--- config.mk ---
export PLATFORM = sky130hd
export DESIGN_NAME = srpg_front_flat
export DESIGN_NICKNAME = d
export VERILOG_FILES = /design/src/sv/srpg_pkg.sv /design/src/sv/srpg_in_if.sv /design/src/sv/srpg_front.sv /design/src/flat_wrapper.sv
export SDC_FILE = /design/constraint.sdc
export NUM_CORES = 1
export LEC_CHECK = 0
export ABC_AREA = 1
export BUFFER_PORTS_ARGS = -buffer_cell sky130_fd_sc_hd__buf_2
export CAP_MARGIN = 5
export CORE_ASPECT_RATIO = 0.7
export CORE_MARGIN = 4
export CORE_UTILIZATION = 45
export CTS_CLUSTER_SIZE = 20
export DETAILED_ROUTE_END_ITERATION = 6
export MAX_ROUTING_LAYER = met4
export PLACE_DENSITY = 0.73
export SYNTH_ARGS = -nofsm -noshare
export SYNTH_HDL_FRONTEND = slang
export SYNTH_SLANG_ARGS = --single-unit
export TNS_END_PERCENT = 1
--- constraint.sdc ---
create_clock -name clk -period 1.95 [get_ports clk]
set_input_delay 0.0975 -clock clk [delete_from_list [all_inputs] [get_ports clk]]
set_output_delay 0.0975 -clock clk [all_outputs]
set_load 0.01 [all_outputs]
--- src/sv/srpg_pkg.sv ---
package srpg_pkg;

  localparam int POSITION_BITS_DEF   = 32;
  localparam int DELAY_FRAC_BITS_DEF = 16;

  localparam int FUNC_W  = 2;
  localparam int MM_W    = 16;
  localparam int SPM_W   = 16;
  localparam int RAMP_W  = 16;
  localparam int DELAY_W = 32;
  localparam int RINV_W  = 17;
  localparam int OUTPOS_W = 32;
  localparam int CFG_IDX_W  = 3;
  localparam int CFG_DATA_W = 32;

  // input function codes
  localparam logic [FUNC_W-1:0] FUNC_TICK = 2'd0;
  localparam logic [FUNC_W-1:0] FUNC_MOVE = 2'd1;
  localparam logic [FUNC_W-1:0] FUNC_HOME = 2'd2;

  // configuration register indexes
  localparam logic [CFG_IDX_W-1:0] REG_STEPS_PER_MM = 3'd0;
  localparam logic [CFG_IDX_W-1:0] REG_RAMP_STEPS   = 3'd1;
  localparam logic [CFG_IDX_W-1:0] REG_START_DELAY  = 3'd2;
  localparam logic [CFG_IDX_W-1:0] REG_FLAT_DELAY   = 3'd3;
  localparam logic [CFG_IDX_W-1:0] REG_RAMP_RATIO   = 3'd4;
  localparam logic [CFG_IDX_W-1:0] REG_RAMP_RINV    = 3'd5;

  // classified command handed from front to back
  typedef enum logic [1:0] {
    CMD_TICK = 2'd0,
    CMD_MOVE = 2'd1,
    CMD_HOME = 2'd2,
    CMD_NOP  = 2'd3
  } cmd_kind_t;

  typedef struct packed {
    cmd_kind_t         kind;
    logic              sw;
    logic [MM_W-1:0]   mm;
  } cmd_t;

  typedef enum logic [7:0] {
    PH_IDLE   = 8'b0000_0001,
    PH_ACCEL  = 8'b0000_0010,
    PH_CRUISE = 8'b0000_0100,
    PH_DECEL  = 8'b0000_1000,
    PH_HACCEL = 8'b0001_0000,
    PH_HSEEK  = 8'b0010_0000,
    PH_HPAUSE = 8'b0100_0000,
    PH_HBACK  = 8'b1000_0000
  } phase_t;

endpackage

--- src/sv/srpg_in_if.sv ---
interface srpg_in_if;
  import srpg_pkg::*;
  logic              valid;
  logic              ready;
  logic [FUNC_W-1:0] func;
  logic [MM_W-1:0]   target_mm;
  logic              end_switch;
  modport source (output valid, func, target_mm, end_switch, input ready);
  modport sink   (input valid, func, target_mm, end_switch, output ready);
endinterface

--- src/sv/srpg_front.sv ---
module srpg_front (
  input  logic            clk,
  input  logic            rst_n,
  srpg_in_if.sink         in_ch,
  output logic            q_valid,
  input  logic            q_ready,
  output srpg_pkg::cmd_t  q_cmd
);
  import srpg_pkg::*;

  // two-entry queue between the input and the sequencer
  cmd_t       mem_r [2];
  logic       wptr_r, wptr_nxt, rptr_r, rptr_nxt;
  logic [1:0] cnt_r, cnt_nxt;
  logic       push, pop;
  cmd_t       cls;

  // classify the incoming word
  always_comb begin
    cls.sw = in_ch.end_switch;
    cls.mm = in_ch.target_mm;
    unique case (in_ch.func)
      FUNC_TICK: cls.kind = CMD_TICK;
      FUNC_MOVE: cls.kind = CMD_MOVE;
      FUNC_HOME: cls.kind = CMD_HOME;
      default:   cls.kind = CMD_NOP;
    endcase
  end

  assign in_ch.ready = (cnt_r != 2'd2);
  assign push    = in_ch.valid && in_ch.ready;
  assign q_valid = (cnt_r != 2'd0);
  assign pop     = q_valid && q_ready;
  assign q_cmd   = mem_r[rptr_r];

  always_comb begin
    wptr_nxt = push ? ~wptr_r : wptr_r;
    rptr_nxt = pop ? ~rptr_r : rptr_r;
    cnt_nxt  = cnt_r + {1'b0, push} - {1'b0, pop};
  end

  always_ff @(posedge clk) begin
    if (!rst_n) begin
      wptr_r <= 1'b0;
      rptr_r <= 1'b0;
      cnt_r  <= 2'd0;
    end else begin
      wptr_r <= wptr_nxt;
      rptr_r <= rptr_nxt;
      cnt_r  <= cnt_nxt;
    end
  end

  // store the word
  always_ff @(posedge clk) begin
    if (push) begin
      mem_r[wptr_r] <= cls;
    end
  end

  cnt_range_a: assert property (@(posedge clk) disable iff (!rst_n) cnt_r != 2'd3)
    else $error("queue count out of range");
  full_no_push_a: assert property (@(posedge clk) disable iff (!rst_n)
    (cnt_r == 2'd2) |-> !push) else $error("push into full queue");
  empty_ptr_a: assert property (@(posedge clk) disable iff (!rst_n)
    (cnt_r == 2'd0) |-> (wptr_r == rptr_r)) else $error("pointers diverged on empty");

endmodule

--- src/flat_wrapper.sv ---
// flat-port wrapper written by rule: the top's interface ports become plain ports
module srpg_front_flat import srpg_pkg::*;
  (clk, rst_n, q_valid, q_ready, q_cmd, in_ch_valid, in_ch_func, in_ch_target_mm, in_ch_end_switch, in_ch_ready);
  srpg_in_if in_ch_i ();
  input  logic clk;
  input  logic rst_n;
  output logic q_valid;
  input  logic q_ready;
  output srpg_pkg::cmd_t q_cmd;
  input wire logic [$bits(in_ch_i.valid)-1:0] in_ch_valid;
  input wire logic [$bits(in_ch_i.func)-1:0] in_ch_func;
  input wire logic [$bits(in_ch_i.target_mm)-1:0] in_ch_target_mm;
  input wire logic [$bits(in_ch_i.end_switch)-1:0] in_ch_end_switch;
  output wire logic [$bits(in_ch_i.ready)-1:0] in_ch_ready;
  assign in_ch_i.valid = in_ch_valid;
  assign in_ch_i.func = in_ch_func;
  assign in_ch_i.target_mm = in_ch_target_mm;
  assign in_ch_i.end_switch = in_ch_end_switch;
  assign in_ch_ready = in_ch_i.ready;
  srpg_front u_core (.clk(clk), .rst_n(rst_n), .in_ch(in_ch_i), .q_valid(q_valid), .q_ready(q_ready), .q_cmd(q_cmd));
endmodule
==> impl_metrics.py, run 1 <==
metrics = {
    "place": {
        "port-buffer-count": 43,
        "placedCellCount": 193,
        "gp_congestion": 0.715,
        "placed_cell_area_sq_mm": 0.00196,
        "post-dp-hpwl_microns": 1950,
    },
    "synth": {
        "ys_seq_area_frac": 0.739,
        "netlist_area_sq_mm": 0.00168,
        "synth.top_cells.by_area": "edfxtp_1, mux2_4, mux2_2, dfxtp_1, inv_1",
        "synth_cells": 99,
        "ys_warn_count": 0,
        "syn-num-nets": 124,
        "yosysTopAreaCellShare": 0.680,
        "synth_cell_types": 13,
        "ys_seq_elements": 43,
        "synth_area_per_cell_sq_um": 17.0,
        "synth_largest_area_cell": "edfxtp_1",
    },
    "power": {
        "ir_drop_mv": 0.723,
        "power.internal_mw": 1.98,
        "p_sw_uw": 725,
        "pwr-share-comb": 0.290,
        "pwr-share-clk": 0.255,
        "sw_frac_of_total": 0.268,
        "seqPwrFrac": 0.455,
        "power_density_mw_per_mm2": 1210,
        "p_leak_nw": 0.927,
    },
    "routing": {
        "via_per_inst": 4.51,
        "routed_wl_microns": 2810,
        "num_vias": 974,
        "drtPass1Iterations": 3,
        "first_iter_violations": 32,
        "antenna_left": 0,
        "wl_per_cell_microns": 13.0,
        "drc": 0,
    },
    "floorplan": {
        "dieArea_sq_mm": 0.00479,
        "die_y_microns": 59.1,
        "die_w_microns": 81.0,
        "coreArea_sq_mm": 0.00356,
        "io_pins": 44,
        "row_count": 18,
        "initial_core_util": 0.472,
    },
    "setup_path": {
        "worstPathRequired_ns": 1.85,
        "worstPathMaxFanout": 10,
        "cp-end-kind": "output pin",
        "critPathLaunchType": "flip-flop",
        "r2r_cells": 10,
        "worstReg2RegStart": "u_core.cnt_r[1]",
        "worstSetupPathType": "reg -> out",
        "worstPathArrival_ns": 1.31,
    },
    "cts": {
        "htreeDepth": 2,
        "clkTransAtPathRegs_ns": 0.07,
        "clkLatencyLatePin_ns": 0.28,
        "cts_buffers": 5,
        "cts_root_buf": "clkbuf_8",
        "cts_num_sinks": 43,
        "cts_setup_buffers": 0,
        "cts_resized": 0,
        "cts_hold_repair.buffers": 14,
        "cts_buffer_depth": 2,
        "cts_tree": "built",
    },
    "sta": {
        "slew_headroom": 0.825,
        "tightest_slew_ns": 0.263,
        "rsz0062_at_grt": "no",
        "period_needed_ns": 1.41,
        "slew_violations": 0,
        "setup_viol_count_final": 0,
        "skew_ns": 0.00267,
        "tns_ns": 0,
        "max_clock_freq_mhz": 710,
        "hold_viol": 0,
        "fin_crit_sh": 0.722,
    },
    "worst_hold_path": {
        "hold_start": "in_ch_target_mm[14]",
        "min_path_type": "in -> reg",
        "hold_depth": 1,
    },
    "global_routing": {
        "gr-total-overflow": 0,
        "grt_antenna_before_repair": 0,
        "grt_pass1_wl_microns": 4450,
        "grt_usage": 0.133,
        "grt_start_max_net_pins": 20,
        "first_global_vias": 1025,
    },
    "flow_run": {
        "maxCapViolCount": 0,
    },
    "cells_and_area": {
        "antenna_cells": 0,
        "layout-drive-gt1-share": 0.458,
        "stdcell_count": 216,
        "nets": 190,
        "fin_area_sq_mm": 0.00223,
        "synthToLayoutAreaGrowth_pct": 32.6,
        "layout_common_cells": "buf_2, edfxtp_1, dlygate4sd3_1",
        "final_common_cell": "buf_2",
        "nFillCells": 281,
    },
    "run_status": {
        "status": "completed",
    },
}
worst paths after layout:
check | to | slack [ns]
setup / recovery | q_cmd[0] | 0.54
hold / removal | u_core.mem_r[1][14] | 0.006
setup reg to reg | u_core.cnt_r[1] | 0.55
hold reg to reg | u_core.rptr_r | 0.54
cell usage after synthesis:
master and instances:
buf_12 1, nand2_1 9, mux2_2 9, inv_1 9, mux2_4 10, a21oi_1 2, dfxtp_1 5, clkbuf_1 2
edfxtp_1 38, buf_6 1, nand3_1 3, nor2_1 8, ha_1 2
state kept, by name, indices dropped and copies added (netlist names), named ones only:
name           count
u_core.wptr_r      1
u_core.cnt_r       2
u_core.rptr_r      1
u_core.mem_r      38
cells by family after synthesis:
family | synth area share
adders and majority gates | 0.0149
DFF | 0.739
buffers and inverters | 0.0432
and+or+nand+nor | 0.0469
AOI/OAI and AO/OA | 0.00596
muxes | 0.150
critical path, stage by stage (launching register included):
cell     delay (ns)
dfxtp_1        0.33
buf_4          0.20
mux2_2         0.36
buf_2          0.14
final cells by class:
| class | count | area [sq um] | share of cell area |
|---|---|---|---|
| clock buffer | 6 | 82.6 | 0.0371 |
| clock inverter | 2 | 35.0 | 0.0157 |
| inverter | 9 | 33.8 | 0.0152 |
| multi-input combinational | 43 | 368 | 0.165 |
| sequential | 43 | 1240 | 0.558 |
| tap | 50 | 62.6 | 0.0281 |
| timing repair buffer | 63 | 403 | 0.181 |
per-layer routing:
metal	GRT usage	vias to the layer above	wire, microns
li1	-	483	-
met1	0.143	455	1140
met2	0.229	33	1420
met3	0.0471	3	225
met4	0.0434	0	19
met5	-	-	0
power by group through the flow:
stage                     logic [mW]  clock network [mW]  registers [mW]
final                          0.784               0.688            1.23
after global routing           0.869               0.751            1.24
after CTS                      0.801               0.713            1.23
after detailed placement       0.774                   0            1.25
after global placement         0.740                   0            1.24
after floorplan                0.535                   0            1.24
per-stage QoR:
step	utilization	power [mW]	setup slack (ns)	hold slack, ns
finish	0.626	2.70	0.542	0.00625
detailed placement	0.550	2.02	0.553	0.289
floorplan	-	1.77	0.134	0.191
global route	0.626	2.86	0.396	0.0000864
global placement	0.550	1.98	0.653	0.285
CTS	0.623	2.74	0.515	0.000504
No activity file was read; power rests on OpenSTA's default activity.
==> run 2: changes to the inputs <==
==> constraint.sdc (replaced) <==
create_clock -name clk -period 1.4 [get_ports clk]
set_input_delay 0.07 -clock clk [delete_from_list [all_inputs] [get_ports clk]]
set_output_delay 0.07 -clock clk [all_outputs]
set_load 0.01 [all_outputs]
==> impl_metrics.py, run 2 (synthesized netlist as in run 1, its figures left out) <==
metrics = {
    "run_status": {
        "status": "finished with violations",
        "violations": "setup timing",
    },
    "floorplan": {
        "die_y_microns": 59.1,
        "coreArea_sq_mm": 0.00356,
        "dieArea_sq_mm": 0.00479,
        "initial_core_util": 0.472,
        "io_pins": 44,
        "die_w_microns": 81.0,
        "row_count": 18,
    },
    "sta": {
        "slew_headroom": 0.885,
        "tightest_slew_ns": 0.172,
        "skew_ns": 0.00467,
        "period_needed_ns": 1.44,
        "rsz0062_at_grt": "yes",
        "slew_violations": 0,
        "fin_crit_sh": 1.03,
        "setup_viol_count_final": 1,
        "max_clock_freq_mhz": 696,
        "hold_viol": 0,
        "tns_ns": -0.0373,
        "setup_slack_ns": -0.0373,
    },
    "setup_path": {
        "worstPathRequired_ns": 1.58,
        "worstReg2RegStart": "u_core.cnt_r[1]",
        "worstPathMaxFanout": 3,
        "critPathLaunchType": "flip-flop",
        "r2r_cells": 9,
        "worstPathArrival_ns": 1.62,
        "cp-end-kind": "flip-flop",
        "worstSetupPathType": "reg -> reg",
        "timing.rr.end": "u_core.cnt_r[1]",
        "r2r_slack_ns": -0.04,
    },
    "cells_and_area": {
        "postLayoutCoreUtil": 0.662,
        "top_regs": "u_core.mem_r: 38 flops, u_core.cnt_r: 2 flops",
        "largest_reg_flops": 38,
        "final_common_cell": "buf_2",
        "layout-drive-gt1-share": 0.540,
        "nets": 198,
        "layout_common_cells": "buf_2, edfxtp_1, dlygate4sd3_1",
        "synthToLayoutAreaGrowth_pct": 40.2,
        "stdcell_count": 224,
        "antenna_cells": 0,
        "regMostFlops": "u_core.mem_r",
    },
    "power": {
        "seqPwrFrac": 0.453,
        "pwr-share-comb": 0.358,
        "power.internal_mw": 2.71,
        "p_sw_mw": 1.17,
        "p_leak_nw": 0.964,
        "pwr-share-clk": 0.190,
        "sw_frac_of_total": 0.301,
        "ir_drop_mv": 1.10,
        "power_density_mw_per_mm2": 1650,
    },
    "worst_hold_path": {
        "hold_start": "rst_n",
        "whs_endpoint": "u_core.cnt_r[0]",
        "hold_depth": 3,
        "min_path_type": "in -> reg",
    },
    "place": {
        "gp_congestion": 0.631,
        "post-dp-hpwl_microns": 2150,
        "place_ws_ns": -0.0338,
        "port-buffer-count": 43,
        "placedCellCount": 192,
    },
    "routing": {
        "via_per_inst": 4.67,
        "wl_per_cell_microns": 14.2,
        "num_vias": 1045,
        "routed_wl_microns": 3180,
        "first_iter_violations": 29,
        "antenna_left": 0,
        "drtPass1Iterations": 4,
        "drc": 0,
    },
    "cts": {
        "cts_buffer_depth": 2,
        "clkTransAtPathRegs_ns": 0.07,
        "htreeDepth": 2,
        "cts_num_sinks": 43,
        "cts_root_buf": "clkbuf_8",
        "clkLatencyLatePin_ns": 0.29,
        "cts_buffers": 5,
        "cts_tree": "built",
    },
    "global_routing": {
        "gr-total-overflow": 0,
        "first_global_vias": 1102,
        "grt_antenna_before_repair": 0,
        "grt_usage": 0.157,
        "grt_start_max_net_pins": 20,
        "grt_pass1_wl_microns": 5200,
    },
    "flow_run": {
        "maxCapViolCount": 0,
    },
}
-- run 2: worst max path at each step --
stage | start | slack [ns] | to | cells past startpoint
after floorplan | u_core.cnt_r[0] | 0.01 | u_core.mem_r[1][0] | 4
after global placement | u_core.cnt_r[0] | 0.11 | u_core.cnt_r[1] | 9
after detailed placement | u_core.cnt_r[1] | -0.03 | u_core.cnt_r[1] | 10
after CTS | flip-flop | -0.005 | q_cmd[6] | 3
after global routing | u_core.cnt_r[0] | -0.12 | u_core.cnt_r[1] | 9
final | u_core.cnt_r[1] | -0.04 | u_core.cnt_r[1] | 9
-- run 2: critical path, cell delays in order, from the launching register on --
cell and delay, ns:
dfxtp_4 0.36, nor2_4 0.08, nor2_2 0.05, ha_1 0.28
inv_2 0.04, ha_4 0.16, inv_2 0.05, nand2_2 0.06
a21oi_2 0.17, nor2_2 0.07
-- run 2: power groups by stage --
stage	clock, mW	combinational, mW	sequential (mW)
after CTS	0.744	1.32	1.72
after global routing	0.822	1.52	1.78
final	0.736	1.39	1.76
after floorplan	0	0.754	1.72
after detailed placement	0	1.13	1.75
after global placement	0	1.07	1.73
-- run 2: area by class of cell --
| class | instances | area (sq um) |
|---|---|---|
| Inverter | 9 | 33.8 |
| Clock buffer | 7 | 76.3 |
| Clock inverter | 1 | 5.00 |
| Sequential cell | 43 | 1250 |
| Fill cell | 266 | 1200 |
| Tap cell | 50 | 62.6 |
| Multi-Input combinational cell | 43 | 424 |
| Timing Repair Buffer | 71 | 505 |
-- run 2: metal layers --
layer,wire length (microns),up-vias,share of wire,global-route usage
met2,1600,40,0.50,0.257
met5,0,-,0,-
met4,89,0,0.028,0.0699
met3,224,10,0.070,0.0441
met1,1270,495,0.40,0.181
li1,-,500,-,-
-- run 2: through the flow --
stage                     power, mW  instance area [sq um]  hold WS (ns)
after floorplan                2.48                   1690         0.163
after global placement         2.80                   1980         0.258
after detailed placement       2.88                   1980         0.262
after CTS                      3.79                   2320        0.0262
after global routing           4.12                   2350        0.0362
final                          3.88                   2350        0.0369
-- run 2: what timing repair did --
action | 4_1_cts | 5_1_grt
gates resized for setup | 9 | 13
pin swaps | 6 | 6
hold buffers | 19 | 0
setup buffers | 5 | 0
endpoints found under the hold margin | 38 | 0
endpoints found under the setup margin | 3 | 21
==> run 3: changes to the inputs <==
--- a/config.mk
+++ b/config.mk
@@ -5,7 +5,6 @@
 export SDC_FILE = /design/constraint.sdc
 export NUM_CORES = 1
 export LEC_CHECK = 0
-export ABC_AREA = 1
 export BUFFER_PORTS_ARGS = -buffer_cell sky130_fd_sc_hd__buf_2
 export CAP_MARGIN = 5
 export CORE_ASPECT_RATIO = 0.7
==> impl_metrics.py, run 3 <==
metrics = {
    "cells_and_area": {
        "nFillCells": 262,
        "synthToLayoutAreaGrowth_pct": 41.2,
        "antenna_cells": 0,
        "layout_common_cells": "buf_2, edfxtp_1, dlygate4sd3_1",
        "nets": 188,
        "fin_area_sq_mm": 0.00237,
        "top_regs": "u_core.mem_r: 38 flops, u_core.cnt_r: 2 flops",
        "seq_area_sq_mm": 0.00124,
        "stdcell_count": 214,
        "regMostFlops": "u_core.mem_r",
        "largest_reg_flops": 38,
        "layout-drive-gt1-share": 0.543,
        "postLayoutCoreUtil": 0.665,
        "final_common_cell": "buf_2",
        "multi_input_area_sq_um": 402,
    },
    "routing": {
        "first_iter_violations": 36,
        "via_per_inst": 4.62,
        "drtPass1Iterations": 4,
        "antenna_left": 0,
        "wl_per_cell_microns": 14.8,
        "num_vias": 989,
        "drc": 0,
        "routed_wl_microns": 3170,
    },
    "place": {
        "placed_cell_area_sq_mm": 0.00201,
        "post-dp-hpwl_microns": 2110,
        "gp_congestion": 0.664,
        "place_ws_ns": -0.129,
        "placedCellCount": 185,
        "port-buffer-count": 43,
    },
    "sta": {
        "slew_violations": 0,
        "rsz0062_at_grt": "yes",
        "hold_viol": 0,
        "fin_crit_sh": 1.09,
        "slew_headroom": 0.868,
        "period_needed_ns": 1.52,
        "tightest_slew_ns": 0.196,
        "max_clock_freq_mhz": 656,
        "tns_ns": -0.125,
        "skew_ns": 0.00787,
        "setup_viol_count_final": 2,
        "setup_slack_ns": -0.125,
        "whs_ns": 0.0701,
    },
    "synth": {
        "synth_ff_type": "edfxtp_1",
        "synth_largest_area_cell": "edfxtp_1",
        "async_flop_share": 0,
        "syn-num-nets": 113,
        "synth_cells": 88,
        "synth_cell_types": 23,
        "synth_edf_count": 38,
        "ys_seq_area_frac": 0.741,
        "ys_seq_elements": 43,
        "synth.top_cells.by_area": "edfxtp_1, mux2_4, mux2_2, dfxtp_1, ha_1",
        "netlist_area_sq_mm": 0.00168,
        "ys_warn_count": 0,
        "yosysTopAreaCellShare": 0.681,
        "synth.top_cells.by_count": "edfxtp_1, mux2_4, mux2_2, dfxtp_1",
        "synth_most_common_cell": "edfxtp_1",
        "synth_area_per_cell_sq_um": 19.0,
    },
    "setup_path": {
        "path_buf_inv": 1,
        "slowest_delay_ns": 0.34,
        "worstPathRequired_ns": 1.58,
        "path_cells": "o21a_1 -> ha_1 -> inv_1 -> ha_2 -> xor2_1 -> and2_1 -> nor3_2",
        "worstSetupPathType": "reg -> reg",
        "r2r_cells": 7,
        "cp_top_family": "adder cells",
        "critPathLaunchType": "flip-flop",
        "worstPathArrival_ns": 1.70,
        "cpMaxStageDelayCell": "dfxtp_2",
        "worstPathMaxFanout": 3,
        "cp-end-kind": "flip-flop",
        "path_depth": 7,
    },
    "cts": {
        "clkTransAtPathRegs_ns": 0.07,
        "cts_tree": "built",
        "cts_buffers": 5,
        "clkLatencyLatePin_ns": 0.29,
        "cts_root_buf": "clkbuf_8",
        "htreeDepth": 2,
        "cts_buffer_depth": 2,
        "cts_num_sinks": 43,
    },
    "floorplan": {
        "row_count": 18,
        "initial_core_util": 0.471,
        "die_w_microns": 80.9,
        "coreArea_sq_mm": 0.00356,
        "die_y_microns": 59.1,
        "io_pins": 44,
        "dieArea_sq_mm": 0.00478,
    },
    "power": {
        "seqPwrFrac": 0.416,
        "ir_drop_mv": 1.44,
        "sw_frac_of_total": 0.255,
        "pwr-share-comb": 0.313,
        "power_density_mw_per_mm2": 1740,
        "pwr-share-clk": 0.270,
        "power.internal_mw": 3.06,
        "p_leak_nw": 0.959,
        "p_sw_mw": 1.05,
        "p_total_mw": 4.11,
    },
    "worst_hold_path": {
        "min_path_type": "in -> reg",
        "hold_depth": 2,
    },
    "run_status": {
        "violations": "setup timing",
        "status": "finished with violations",
    },
    "global_routing": {
        "grt_antenna_before_repair": 0,
        "first_global_vias": 1169,
        "grt_pass1_wl_microns": 5170,
        "grt_start_max_net_pins": 14,
        "grt_usage": 0.154,
        "gr-total-overflow": 0,
    },
    "flow_run": {
        "maxCapViolCount": 0,
    },
}
## run 3: cells by family after synthesis
logic type      after synthesis  synth area share
xor+xnor                      2            0.0105
buf+inv                       7            0.0299
simple gates                 13            0.0463
fa+ha+maj                     2            0.0149
mux                          19             0.150
compound gates                2           0.00747
flops                        43             0.741
## run 3: area by class of cell
class,count,area share
tap,50,0.0264
inverter,3,0.00476
sequential,43,0.526
clock buffer,6,0.0307
multi-input combinational,38,0.170
clock inverter,2,0.0254
timing repair buffer,72,0.217
## run 3: worst paths after layout
kind / from / to / slack, ns
setup / recovery: u_core.cnt_r[0] / u_core.cnt_r[1] / -0.12
hold / removal: rst_n / u_core.cnt_r[0] / 0.07
setup reg to reg: u_core.cnt_r[0] / u_core.cnt_r[1] / -0.12
hold reg to reg: u_core.wptr_r / u_core.wptr_r / 0.52
## run 3: what timing repair did
| action | in CTS | in global routing |
|---|---|---|
| hold endpoints to repair | 38 | 0 |
| gates resized for setup | 3 | 5 |
| pin swaps | 4 | 3 |
| endpoints found under the setup margin | 18 | 40 |
| buffers inserted | 2 | 0 |
| cloned | 0 | 0 |
| hold buffers | 19 | 0 |
## run 3: power groups by stage
stage                     clock (mW)  sequential (mW)  combinational, mW
after CTS                       1.13             1.71               1.27
after global placement             0             1.71               1.15
after detailed placement           0             1.73               1.18
after global routing            1.19             1.73               1.40
final                           1.11             1.71               1.29
after floorplan                    0             1.71              0.778
## run 3: routing by layer
metal / GRT usage / vias to the layer above / part of all wire
met5: - / - / 0
met2: 0.264 / 43 / 0.50
li1: - / 474 / -
met1: 0.163 / 463 / 0.41
met3: 0.0486 / 9 / 0.071
met4: 0.0699 / 0 / 0.020
